$ cat src/rtl/core/msge_pkg.sv
`timescale 1ns / 1ps
// ----------------------------------------------------------------------------
// msge_pkg
// Shared types, codes and constants of the matrix stack geometry engine.
// ----------------------------------------------------------------------------
package msge_pkg;

  // one command item
  typedef struct packed {
    logic [3:0]         command;
    logic [1:0]         row;
    logic [1:0]         column;
    logic [1:0]         axis;
    logic signed [31:0] first_operand;
    logic signed [31:0] second_operand;
    logic signed [31:0] third_operand;
  } item_t;

  // one result item
  typedef struct packed {
    logic signed [31:0] out_x;
    logic signed [31:0] out_y;
    logic signed [31:0] out_z;
    logic [2:0]         status;
  } result_t;

  typedef enum logic [3:0] {
    CMD_WR_TOP  = 4'd0,
    CMD_WR_OPND = 4'd1,
    CMD_PUSH    = 4'd2,
    CMD_POP     = 4'd3,
    CMD_POSTMUL = 4'd4,
    CMD_PREMUL  = 4'd5,
    CMD_ROT     = 4'd6,
    CMD_TRANSL  = 4'd7,
    CMD_SCALE   = 4'd8,
    CMD_SHEAR   = 4'd9,
    CMD_XFORM   = 4'd10,
    CMD_READ    = 4'd11
  } cmd_t;

  typedef enum logic [1:0] {
    AXIS_X   = 2'd0,
    AXIS_Y   = 2'd1,
    AXIS_Z   = 2'd2,
    AXIS_BAD = 2'd3
  } axis_t;

  typedef enum logic [2:0] {
    ST_OK        = 3'd0,
    ST_OVERFLOW  = 3'd1,
    ST_UNDERFLOW = 3'd2,
    ST_BAD_AXIS  = 3'd3,
    ST_DIV_ZERO  = 3'd4
  } status_t;

  typedef enum logic [3:0] {
    S_INIT,
    S_IDLE,
    S_DISPATCH,
    S_COPY,
    S_MAC,
    S_DRAIN,
    S_WB,
    S_READ_WAIT,
    S_DIV_X,
    S_DIV_Y_START,
    S_DIV_Y,
    S_DONE
  } state_t;

  localparam logic signed [31:0] QONE    = 32'sh0001_0000;
  localparam logic signed [31:0] SAT_MAX = 32'sh7fff_ffff;
  localparam logic signed [31:0] SAT_MIN = 32'sh8000_0000;

  localparam int STEP_W = 7;

  // controller to datapath
  typedef struct packed {
    logic              load;
    logic              init_wr;
    logic              elem_wr;
    logic              opnd_wr;
    logic              copy_rd;
    logic              copy_wr;
    logic              lvl_inc;
    logic              lvl_dec;
    logic              mac_issue;
    logic              wb_wr;
    logic              elem_rd;
    logic              rd_cap;
    logic              xf_sat;
    logic              div_start;
    logic              div_sel;
    logic              div_cap;
    logic              status_wr;
    status_t           status;
    logic              out_load;
    logic [STEP_W-1:0] step;
  } dp_cmd_t;

  // datapath to controller
  typedef struct packed {
    logic [3:0] command;
    logic       axis_bad;
    logic       full;
    logic       empty;
    logic       mac_busy;
    logic       div_done;
    logic       w_zero;
  } dp_stat_t;

endpackage

$ cat src/rtl/core/msge_ctrl.sv
`timescale 1ns / 1ps
// ----------------------------------------------------------------------------
// msge_ctrl
// Sequencer of the geometry engine: handshakes, step counter and the
// command strobes for the datapath.
// ----------------------------------------------------------------------------
module msge_ctrl (
  input  logic               clk,
  input  logic               rst,
  input  logic               item_valid,
  output logic               item_stall,
  output logic               result_valid,
  input  logic               result_stall,
  input  msge_pkg::dp_stat_t stat,
  output msge_pkg::dp_cmd_t  cmd
);

  msge_pkg::state_t             state;
  msge_pkg::state_t             state_next;
  logic [msge_pkg::STEP_W-1:0]  step;
  logic [msge_pkg::STEP_W-1:0]  step_next;
  logic [msge_pkg::STEP_W-1:0]  mac_last;

  assign item_stall = (state != msge_pkg::S_IDLE);
  assign mac_last   = (stat.command == msge_pkg::CMD_XFORM) ? 7'd15 : 7'd63;

  // state, step and output valid registers
  always_ff @(posedge clk) begin
    if (rst) begin
      state        <= msge_pkg::S_INIT;
      step         <= '0;
      result_valid <= 1'b0;
    end else begin
      state <= state_next;
      step  <= step_next;
      if (cmd.out_load) begin
        result_valid <= 1'b1;
      end else if (!result_stall) begin
        result_valid <= 1'b0;
      end
    end
  end

  // next state and datapath strobes
  always_comb begin
    state_next = state;
    step_next  = step;
    cmd        = '0;
    cmd.step   = step;
    unique case (state)
      msge_pkg::S_INIT: begin
        cmd.init_wr = 1'b1;
        step_next   = step + 7'd1;
        if (step == 7'd15) begin
          step_next  = '0;
          state_next = msge_pkg::S_IDLE;
        end
      end
      msge_pkg::S_IDLE: begin
        if (item_valid) begin
          cmd.load   = 1'b1;
          state_next = msge_pkg::S_DISPATCH;
        end
      end
      msge_pkg::S_DISPATCH: begin
        step_next  = '0;
        state_next = msge_pkg::S_DONE;
        case (msge_pkg::cmd_t'(stat.command))
          msge_pkg::CMD_WR_TOP:  cmd.elem_wr = 1'b1;
          msge_pkg::CMD_WR_OPND: cmd.opnd_wr = 1'b1;
          msge_pkg::CMD_PUSH: begin
            if (stat.full) begin
              cmd.status_wr = 1'b1;
              cmd.status    = msge_pkg::ST_OVERFLOW;
            end else begin
              state_next = msge_pkg::S_COPY;
            end
          end
          msge_pkg::CMD_POP: begin
            if (stat.empty) begin
              cmd.status_wr = 1'b1;
              cmd.status    = msge_pkg::ST_UNDERFLOW;
            end else begin
              cmd.lvl_dec = 1'b1;
            end
          end
          msge_pkg::CMD_POSTMUL, msge_pkg::CMD_PREMUL, msge_pkg::CMD_TRANSL,
          msge_pkg::CMD_SCALE, msge_pkg::CMD_XFORM: begin
            state_next = msge_pkg::S_MAC;
          end
          msge_pkg::CMD_ROT, msge_pkg::CMD_SHEAR: begin
            if (stat.axis_bad) begin
              cmd.status_wr = 1'b1;
              cmd.status    = msge_pkg::ST_BAD_AXIS;
            end else begin
              state_next = msge_pkg::S_MAC;
            end
          end
          msge_pkg::CMD_READ: begin
            cmd.elem_rd = 1'b1;
            state_next  = msge_pkg::S_READ_WAIT;
          end
          default: begin
          end
        endcase
      end
      msge_pkg::S_COPY: begin
        cmd.copy_rd = (step < 7'd16);
        cmd.copy_wr = (step != 7'd0);
        step_next   = step + 7'd1;
        if (step == 7'd16) begin
          cmd.lvl_inc = 1'b1;
          step_next   = '0;
          state_next  = msge_pkg::S_DONE;
        end
      end
      msge_pkg::S_MAC: begin
        cmd.mac_issue = 1'b1;
        step_next     = step + 7'd1;
        if (step == mac_last) begin
          step_next  = '0;
          state_next = msge_pkg::S_DRAIN;
        end
      end
      msge_pkg::S_DRAIN: begin
        if (!stat.mac_busy) begin
          if (stat.command != msge_pkg::CMD_XFORM) begin
            state_next = msge_pkg::S_WB;
          end else if (stat.w_zero) begin
            cmd.xf_sat    = 1'b1;
            cmd.status_wr = 1'b1;
            cmd.status    = msge_pkg::ST_DIV_ZERO;
            state_next    = msge_pkg::S_DONE;
          end else begin
            cmd.div_start = 1'b1;
            state_next    = msge_pkg::S_DIV_X;
          end
        end
      end
      msge_pkg::S_WB: begin
        cmd.wb_wr = 1'b1;
        step_next = step + 7'd1;
        if (step == 7'd15) begin
          step_next  = '0;
          state_next = msge_pkg::S_DONE;
        end
      end
      msge_pkg::S_READ_WAIT: begin
        cmd.rd_cap = 1'b1;
        state_next = msge_pkg::S_DONE;
      end
      msge_pkg::S_DIV_X: begin
        if (stat.div_done) begin
          cmd.div_cap = 1'b1;
          state_next  = msge_pkg::S_DIV_Y_START;
        end
      end
      msge_pkg::S_DIV_Y_START: begin
        cmd.div_sel   = 1'b1;
        cmd.div_start = 1'b1;
        state_next    = msge_pkg::S_DIV_Y;
      end
      msge_pkg::S_DIV_Y: begin
        cmd.div_sel = 1'b1;
        if (stat.div_done) begin
          cmd.div_cap = 1'b1;
          state_next  = msge_pkg::S_DONE;
        end
      end
      msge_pkg::S_DONE: begin
        if (!result_valid || !result_stall) begin
          cmd.out_load = 1'b1;
          state_next   = msge_pkg::S_IDLE;
        end
      end
      default: begin
        state_next = msge_pkg::S_IDLE;
      end
    endcase
  end

endmodule
$ cat config.mk
export PLATFORM = sky130hd
export DESIGN_NAME = msge_ctrl
export DESIGN_NICKNAME = d
export VERILOG_FILES = /design/src/rtl/core/msge_pkg.sv /design/src/rtl/core/msge_ctrl.sv
export SDC_FILE = /design/constraint.sdc
export NUM_CORES = 1
export LEC_CHECK = 0
export ABC_AREA = 1
export BUFFER_PORTS_ARGS = -buffer_cell sky130_fd_sc_hd__buf_2
export CORE_AREA = 5 5 54 56
export DETAILED_ROUTE_END_ITERATION = 12
export DIE_AREA = 0 0 59 61
export GPL_ROUTABILITY_DRIVEN = 0
export PLACE_DENSITY = 0.81
export SLEW_MARGIN = 20
export SYNTH_ARGS = -nofsm -noshare
export SYNTH_HDL_FRONTEND = slang
export SYNTH_SLANG_ARGS = --single-unit
$ cat constraint.sdc
create_clock -name clk -period 3.04 [get_ports clk]
set_input_delay 0.152 -clock clk [delete_from_list [all_inputs] [get_ports clk]]
set_output_delay 0.152 -clock clk [all_outputs]
set_load 0.005 [all_outputs]
==> flow_summary.yaml, run 1 <==
clock_network:
  clk_latency_ns: 0.27
  cts_htree_levels: 1
  clkTransAtPathRegs_ns: 0.07
  post_cts_buffers: 0
  cts_tree: "yes"
  cts_buffers: 3
  cts-root-buf: "clkbuf_4"
  ctsHoldBuffers: 0
  cts_sinks: 12
  ctsResizeCount: 0
  cts_max_path_buffers: 2
floorplan:
  dieWidth_um: 59
  die_h_um: 61
  ioPinCount: 44
  fp-row-count: 18
  fp.dieArea_sq_um: 3599
  core-area_sq_um: 2387
  start_util_pct: 49.27
min_path:
  min_path_type: "input port to register"
power_and_ir_drop:
  switchingPower_uw: 272.4
  seqPwrFrac_pct: 34.9
  intPower_uw: 338.4
  pwr-share-comb_pct: 49.5
  total_power_uw: 610.8
  power.density_nw_per_um2: 424.1
  switching_share_pct: 44.60
  power.leakage_nw: 0.8320
  clockPowerShare_pct: 15.6
  irDropWorstVdd_uv: 379.4
layout:
  antenna_cells: 0
  final_core_util_pct: 60.32
  fillers: 266
  regArea_sq_um: 240.2
  drive_gt1_share_pct: 23.57
  syn_to_final_growth_pct: 22.45
  final_nets: 281
  multiInputGateArea_sq_um: 782.0
sta:
  min_period_ns: 1.844
  layout_worst_path_cycle_share_pct: 60.67
  final_hold_viol_count: 0
  setup_viol: 0
  clock.fmax_ghz: 0.5422
  slew_headroom_pct: 79.07
  fin_tns_setup_ns: 0
  grt_setup_unrepaired: "no"
  finalClockSkew_ns: 0.001612
  tightestPinTransition_ns: 0.3135
  holdWs_ns: 0.1560
  drv_slew: 0
setup_path:
  cp-end-kind: "primary output"
  cp.required_ns: 2.89
  setup.worst_path.start_class: "register"
  r2r_slack_ns: 1.50
  cp_data_arrival_time_ns: 1.69
  reg2reg_depth: 9
  crit_path_end: "cmd[11]"
  crit_path_start: "state[0]"
  reg2reg_to: "step[0]"
  crit_fanout: 8
  timing.rr.start: "state[0]"
  crit_type: "register to primary output"
synth:
  synth_largest_area_cell: "dfxtp_1"
  ys.flop_type: "dfxtp_1"
  ys_types: 22
  yosys_register_bits: 12
  synth_most_common_cell: "nand2_1"
  synthDominantCellAreaShare_pct: 20.43
  synth_area_leaders: "dfxtp_1 20%, nand2_1 20%, nor2_1 13%"
  yosys_warnings: 0
  synth_commonest_cells: "62 x nand2_1, 41 x nor2_1, 34 x inv_1, 14 x a21oi_1, 12 x dfxtp_1"
  async_reset_ff_share_pct: 0
  synth.yosys.seq_area_share_pct: 20.43
  synth_nets: 235
  netlist_instances: 219
  syn-cell-area_sq_um: 1176
  syn_avg_cell_area_sq_um: 5.370
  synth-edff-count: 0
detailed_routing:
  drt_iter0_drc: 55
  wl_per_cell_um: 10.20
  postRouteAntennaNets: 0
  drt_wl_total_um: 2988
  drtPass1Iterations: 4
  vias_per_cell: 4.857
  drcViolationCount: 0
  vias: 1423
grt:
  grtUsageTotal_pct: 17.50
  antenna_found_initial: 0
  grt_max_degree: 10
  grt_pass1_wl_um: 4981
  grt_overflow: 0
  grt_pass1_vias: 1211
placed_design:
  port_buffers: 43
  hpwl_um: 2466
outcome:
  status: "finished clean"
flow_run:
  maxCapViolCount: 0
layout make-up:
cell class                 instances  share of cell area [%]
clock buffer                       3                   1.564
inverter                          38                   9.904
multi-input combinational        167                   54.30
sequential                        12                   16.68
tap                               30                   2.606
timing repair buffer              43                   14.94
how the worst min path moves through the flow:
stage	from	end	slack (ns)	depth (start not counted)
floorplan	result_stall	result_valid	0.32	2
global placement	result_stall	result_valid	0.44	3
detailed placement	result_stall	result_valid	0.44	3
CTS	result_stall	result_valid	0.16	3
global route	rst	state[3]	0.16	2
finish	result_stall	result_valid	0.16	3
critical path, cell delays in order (launching register included):
cell,delay [ns]
dfxtp_1,0.50
nand2_1,0.12
nor2_1,0.25
nand3_1,0.18
nor2_1,0.15
nor2_1,0.06
nand2_1,0.05
buf_2,0.11
registers in the layout, summed over array words and instances, names as in the netlist:
register      flops
step              7
state             4
result_valid      1
kinds of logic after synthesis:
logic type,after synthesis,synth area share [%]
AOI/OAI and AO/OA,27,12.13
xor gates and xnor gates,1,0.7448
adders and majority gates,2,2.127
buffers and inverters,40,13.08
DFF,12,20.43
and+or+nand+nor,137,51.49
per-stage QoR:
step | instance area, sq um | instances | worst slack [ns]
2_1_floorplan | 1176 | 219 | 1.673
3_3_place_gp | 1418 | 290 | 1.481
3_5_place_dp | 1418 | 290 | 1.471
4_1_cts | 1440 | 293 | 1.173
5_1_grt | 1440 | 293 | 0.9310
6_report | 1440 | 293 | 1.196
power by group through the flow:
stage	registers [mW]	logic [mW]	clock network (mW)
floorplan	0.202	0.237	0
global placement	0.216	0.302	0
detailed placement	0.216	0.303	0
CTS	0.212	0.305	0.0988
global route	0.219	0.353	0.107
finish	0.213	0.302	0.0954
per-layer routing:
| metal | up-vias | routed length [um] | track usage, % |
|---|---|---|---|
| li1 | 773 | - | - |
| met1 | 613 | 1431 | 23.16 |
| met2 | 35 | 1381 | 28.71 |
| met3 | 2 | 166 | 4.468 |
| met4 | 0 | 9 | 3.883 |
| met5 | - | 0 | 0 |
cell usage in the layout, fill, tap and decap left out, types with 2 or more instances in the layout:
master / Yosys / routed
inv_2: 4 / 4
nor2_2: 3 / 3
dfxtp_1: 12 / 12
o31ai_1: 2 / 2
nand3_1: 11 / 11
buf_2: 0 / 43
nor2_1: 41 / 41
nand2_1: 62 / 62
nand2_2: 4 / 4
inv_1: 34 / 34
a21oi_1: 14 / 14
nand4_1: 6 / 6
nor2_4: 4 / 4
clkbuf_4: 0 / 3
ha_1: 2 / 2
o21ai_0: 10 / 10
nor3_1: 3 / 3
(Power assumes the default switching activity.)
==> run 2: changes to the inputs <==
Settings changed: CORE_AREA 5 5 54 56 to 5 5 55 57, DIE_AREA 0 0 59 61 to 0 0 60 62, PLACE_DENSITY 0.81 to 0.78.
Clock period 3.04 ns to 1.8 ns, I/O delays scaled along.
==> run 2 against run 1 <==
Combinational power rose by 76%. Sequential cell count stayed put. Non-clock buffer count is 3 higher. Sequential share of layout area shrank 0.35 points. Critical path depth stayed put. Final area increased by 3.2%. Cell count grew 1.4%. Wire length rose by 8.9%. Sequential power is 70% higher. Critical endpoint is now cmd[20]. Largest cell class unchanged. Largest power group unchanged.
==> flow_summary.yaml, run 2 (synthesis results as in run 1) <==
outcome:
  status: "finished clean"
sta:
  layout_worst_path_cycle_share_pct: 92.26
  slew_headroom_pct: 83.68
  finalClockSkew_ns: 0.003152
  min_period_ns: 1.661
  clock.fmax_ghz: 0.6022
  setup_viol: 0
  tightestPinTransition_ns: 0.2426
  holdWs_ns: 0.09597
  final_hold_viol_count: 0
  drv_slew: 0
  fin_ws_ns: 0.1393
  fin_tns_setup_ns: 0
  grt_setup_unrepaired: "no"
clock_network:
  clk_latency_ns: 0.26
  cts_buffers: 3
  cts_tree: "yes"
  cts_max_path_buffers: 2
  clkTransAtPathRegs_ns: 0.07
  cts_htree_levels: 1
  cts_sinks: 12
  cts-root-buf: "clkbuf_4"
  ctsHoldBuffers: 0
detailed_routing:
  drtPass1Iterations: 4
  drt_iter0_drc: 76
  vias: 1468
  wl_met2_um: 1550
  drt_wl_total_um: 3255
  wl_per_cell_um: 10.96
  dr_wl_met3_um: 237
  wl_met1_um: 1454
  vias_per_cell: 4.943
  postRouteAntennaNets: 0
  top_layer: "met4"
  drcViolationCount: 0
grt:
  grt_overflow: 0
  grt_max_degree: 10
  grtUsageTotal_pct: 17.30
  grt_pass1_vias: 1246
  antenna_found_initial: 0
  grt_pass1_wl_um: 5057
floorplan:
  ioPinCount: 44
  core-area_sq_um: 2432
  start_util_pct: 48.35
  dieWidth_um: 60
  fp.dieArea_sq_um: 3720
  fp-row-count: 18
  die_h_um: 62
layout:
  syn_to_final_growth_pct: 26.38
  largest_reg_flops: 7
  final_nets: 284
  antenna_cells: 0
  top_regs: "step: 7 flops, state: 4 flops, result_valid: 1 flops"
  final_core_util_pct: 61.11
  max_flop_register: "step"
  layout_common_cells: "62 x nand2_1, 43 x buf_2, 40 x nor2_1"
  drive_gt1_share_pct: 25.84
  final_common_cell: "nand2_1"
power_and_ir_drop:
  power.density_nw_per_um2: 743.0
  power.leakage_nw: 0.8551
  total_power_mw: 1.104
  irDropWorstVdd_uv: 681.9
placed_design:
  hpwl_um: 2552
  pre_cts_ws_ns: 0.2577
  port_buffers: 43
setup_path:
  cp-end-kind: "primary output"
  setup.worst_path.start_class: "register"
  cp_data_arrival_time_ns: 1.57
  crit_type: "register to primary output"
  cp.required_ns: 1.71
  crit_fanout: 6
flow_run:
  maxCapViolCount: 0
min_path:
  min_path_type: "input port to register"
## run 2: cell count changes in the layout (fill, tap and decap cells not counted), sizes merged
cell    delta
buf        +3
clkbuf     +1
## run 2: power breakdown
| part | leakage [nW] | total [mW] | internal (mW) | switching, mW |
|---|---|---|---|---|
| combinational | 0.736 | 0.531 | 0.195 | 0.335 |
| sequential | 0.0983 | 0.363 | 0.306 | 0.0571 |
| clock | 0.0210 | 0.211 | 0.123 | 0.0880 |
| total | 0.855 | 1.10 | 0.624 | 0.480 |
## run 2: cell type report
cell class | count | area [sq um]
clock buffers | 4 | 36.28
repair buffers | 46 | 237.7
multi-input cells | 167 | 789.5
inverters | 38 | 142.6
fillers | 258 | 945.9
flip-flops and latches | 12 | 242.7
well taps | 30 | 37.54
## run 2: layer usage
metal / vias up / global-route usage [%]
met1: 624 / 23.08
li1: 784 / -
met3: 2 / 3.306
met4: 0 / 3.797
met2: 58 / 29.01
met5: - / 0
## run 2: final timing paths
kind,start,slack (ns),depth (start not counted),endpoint
worst min register to register,result_valid,0.48,2,result_valid
worst max-delay path,state[1],0.14,7,cmd[20]
worst max register to register,step[0],0.20,11,state[1]
worst min-delay path,result_stall,0.1,3,result_valid
## run 2: repair_timing
item	in CTS	in global routing
buffers inserted	0	3
setup endpoints to repair	0	8
gates resized for setup	0	4
hold endpoints to repair	0	0
## run 2: worst max-delay path, stage by stage (launching register included)
cell,delay (ns)
dfxtp_2,0.39
inv_2,0.07
nor2_4,0.10
inv_1,0.09
nor2_4,0.18
inv_1,0.11
nor4_1,0.20
buf_2,0.17
## run 2: per-stage QoR
| step | instance area [sq um] | cells |
|---|---|---|
| 6_report | 1486 | 297 |
| 5_1_grt | 1486 | 297 |
| 4_1_cts | 1454 | 294 |
| 3_5_place_dp | 1418 | 290 |
| 3_3_place_gp | 1418 | 290 |
| 2_1_floorplan | 1176 | 219 |
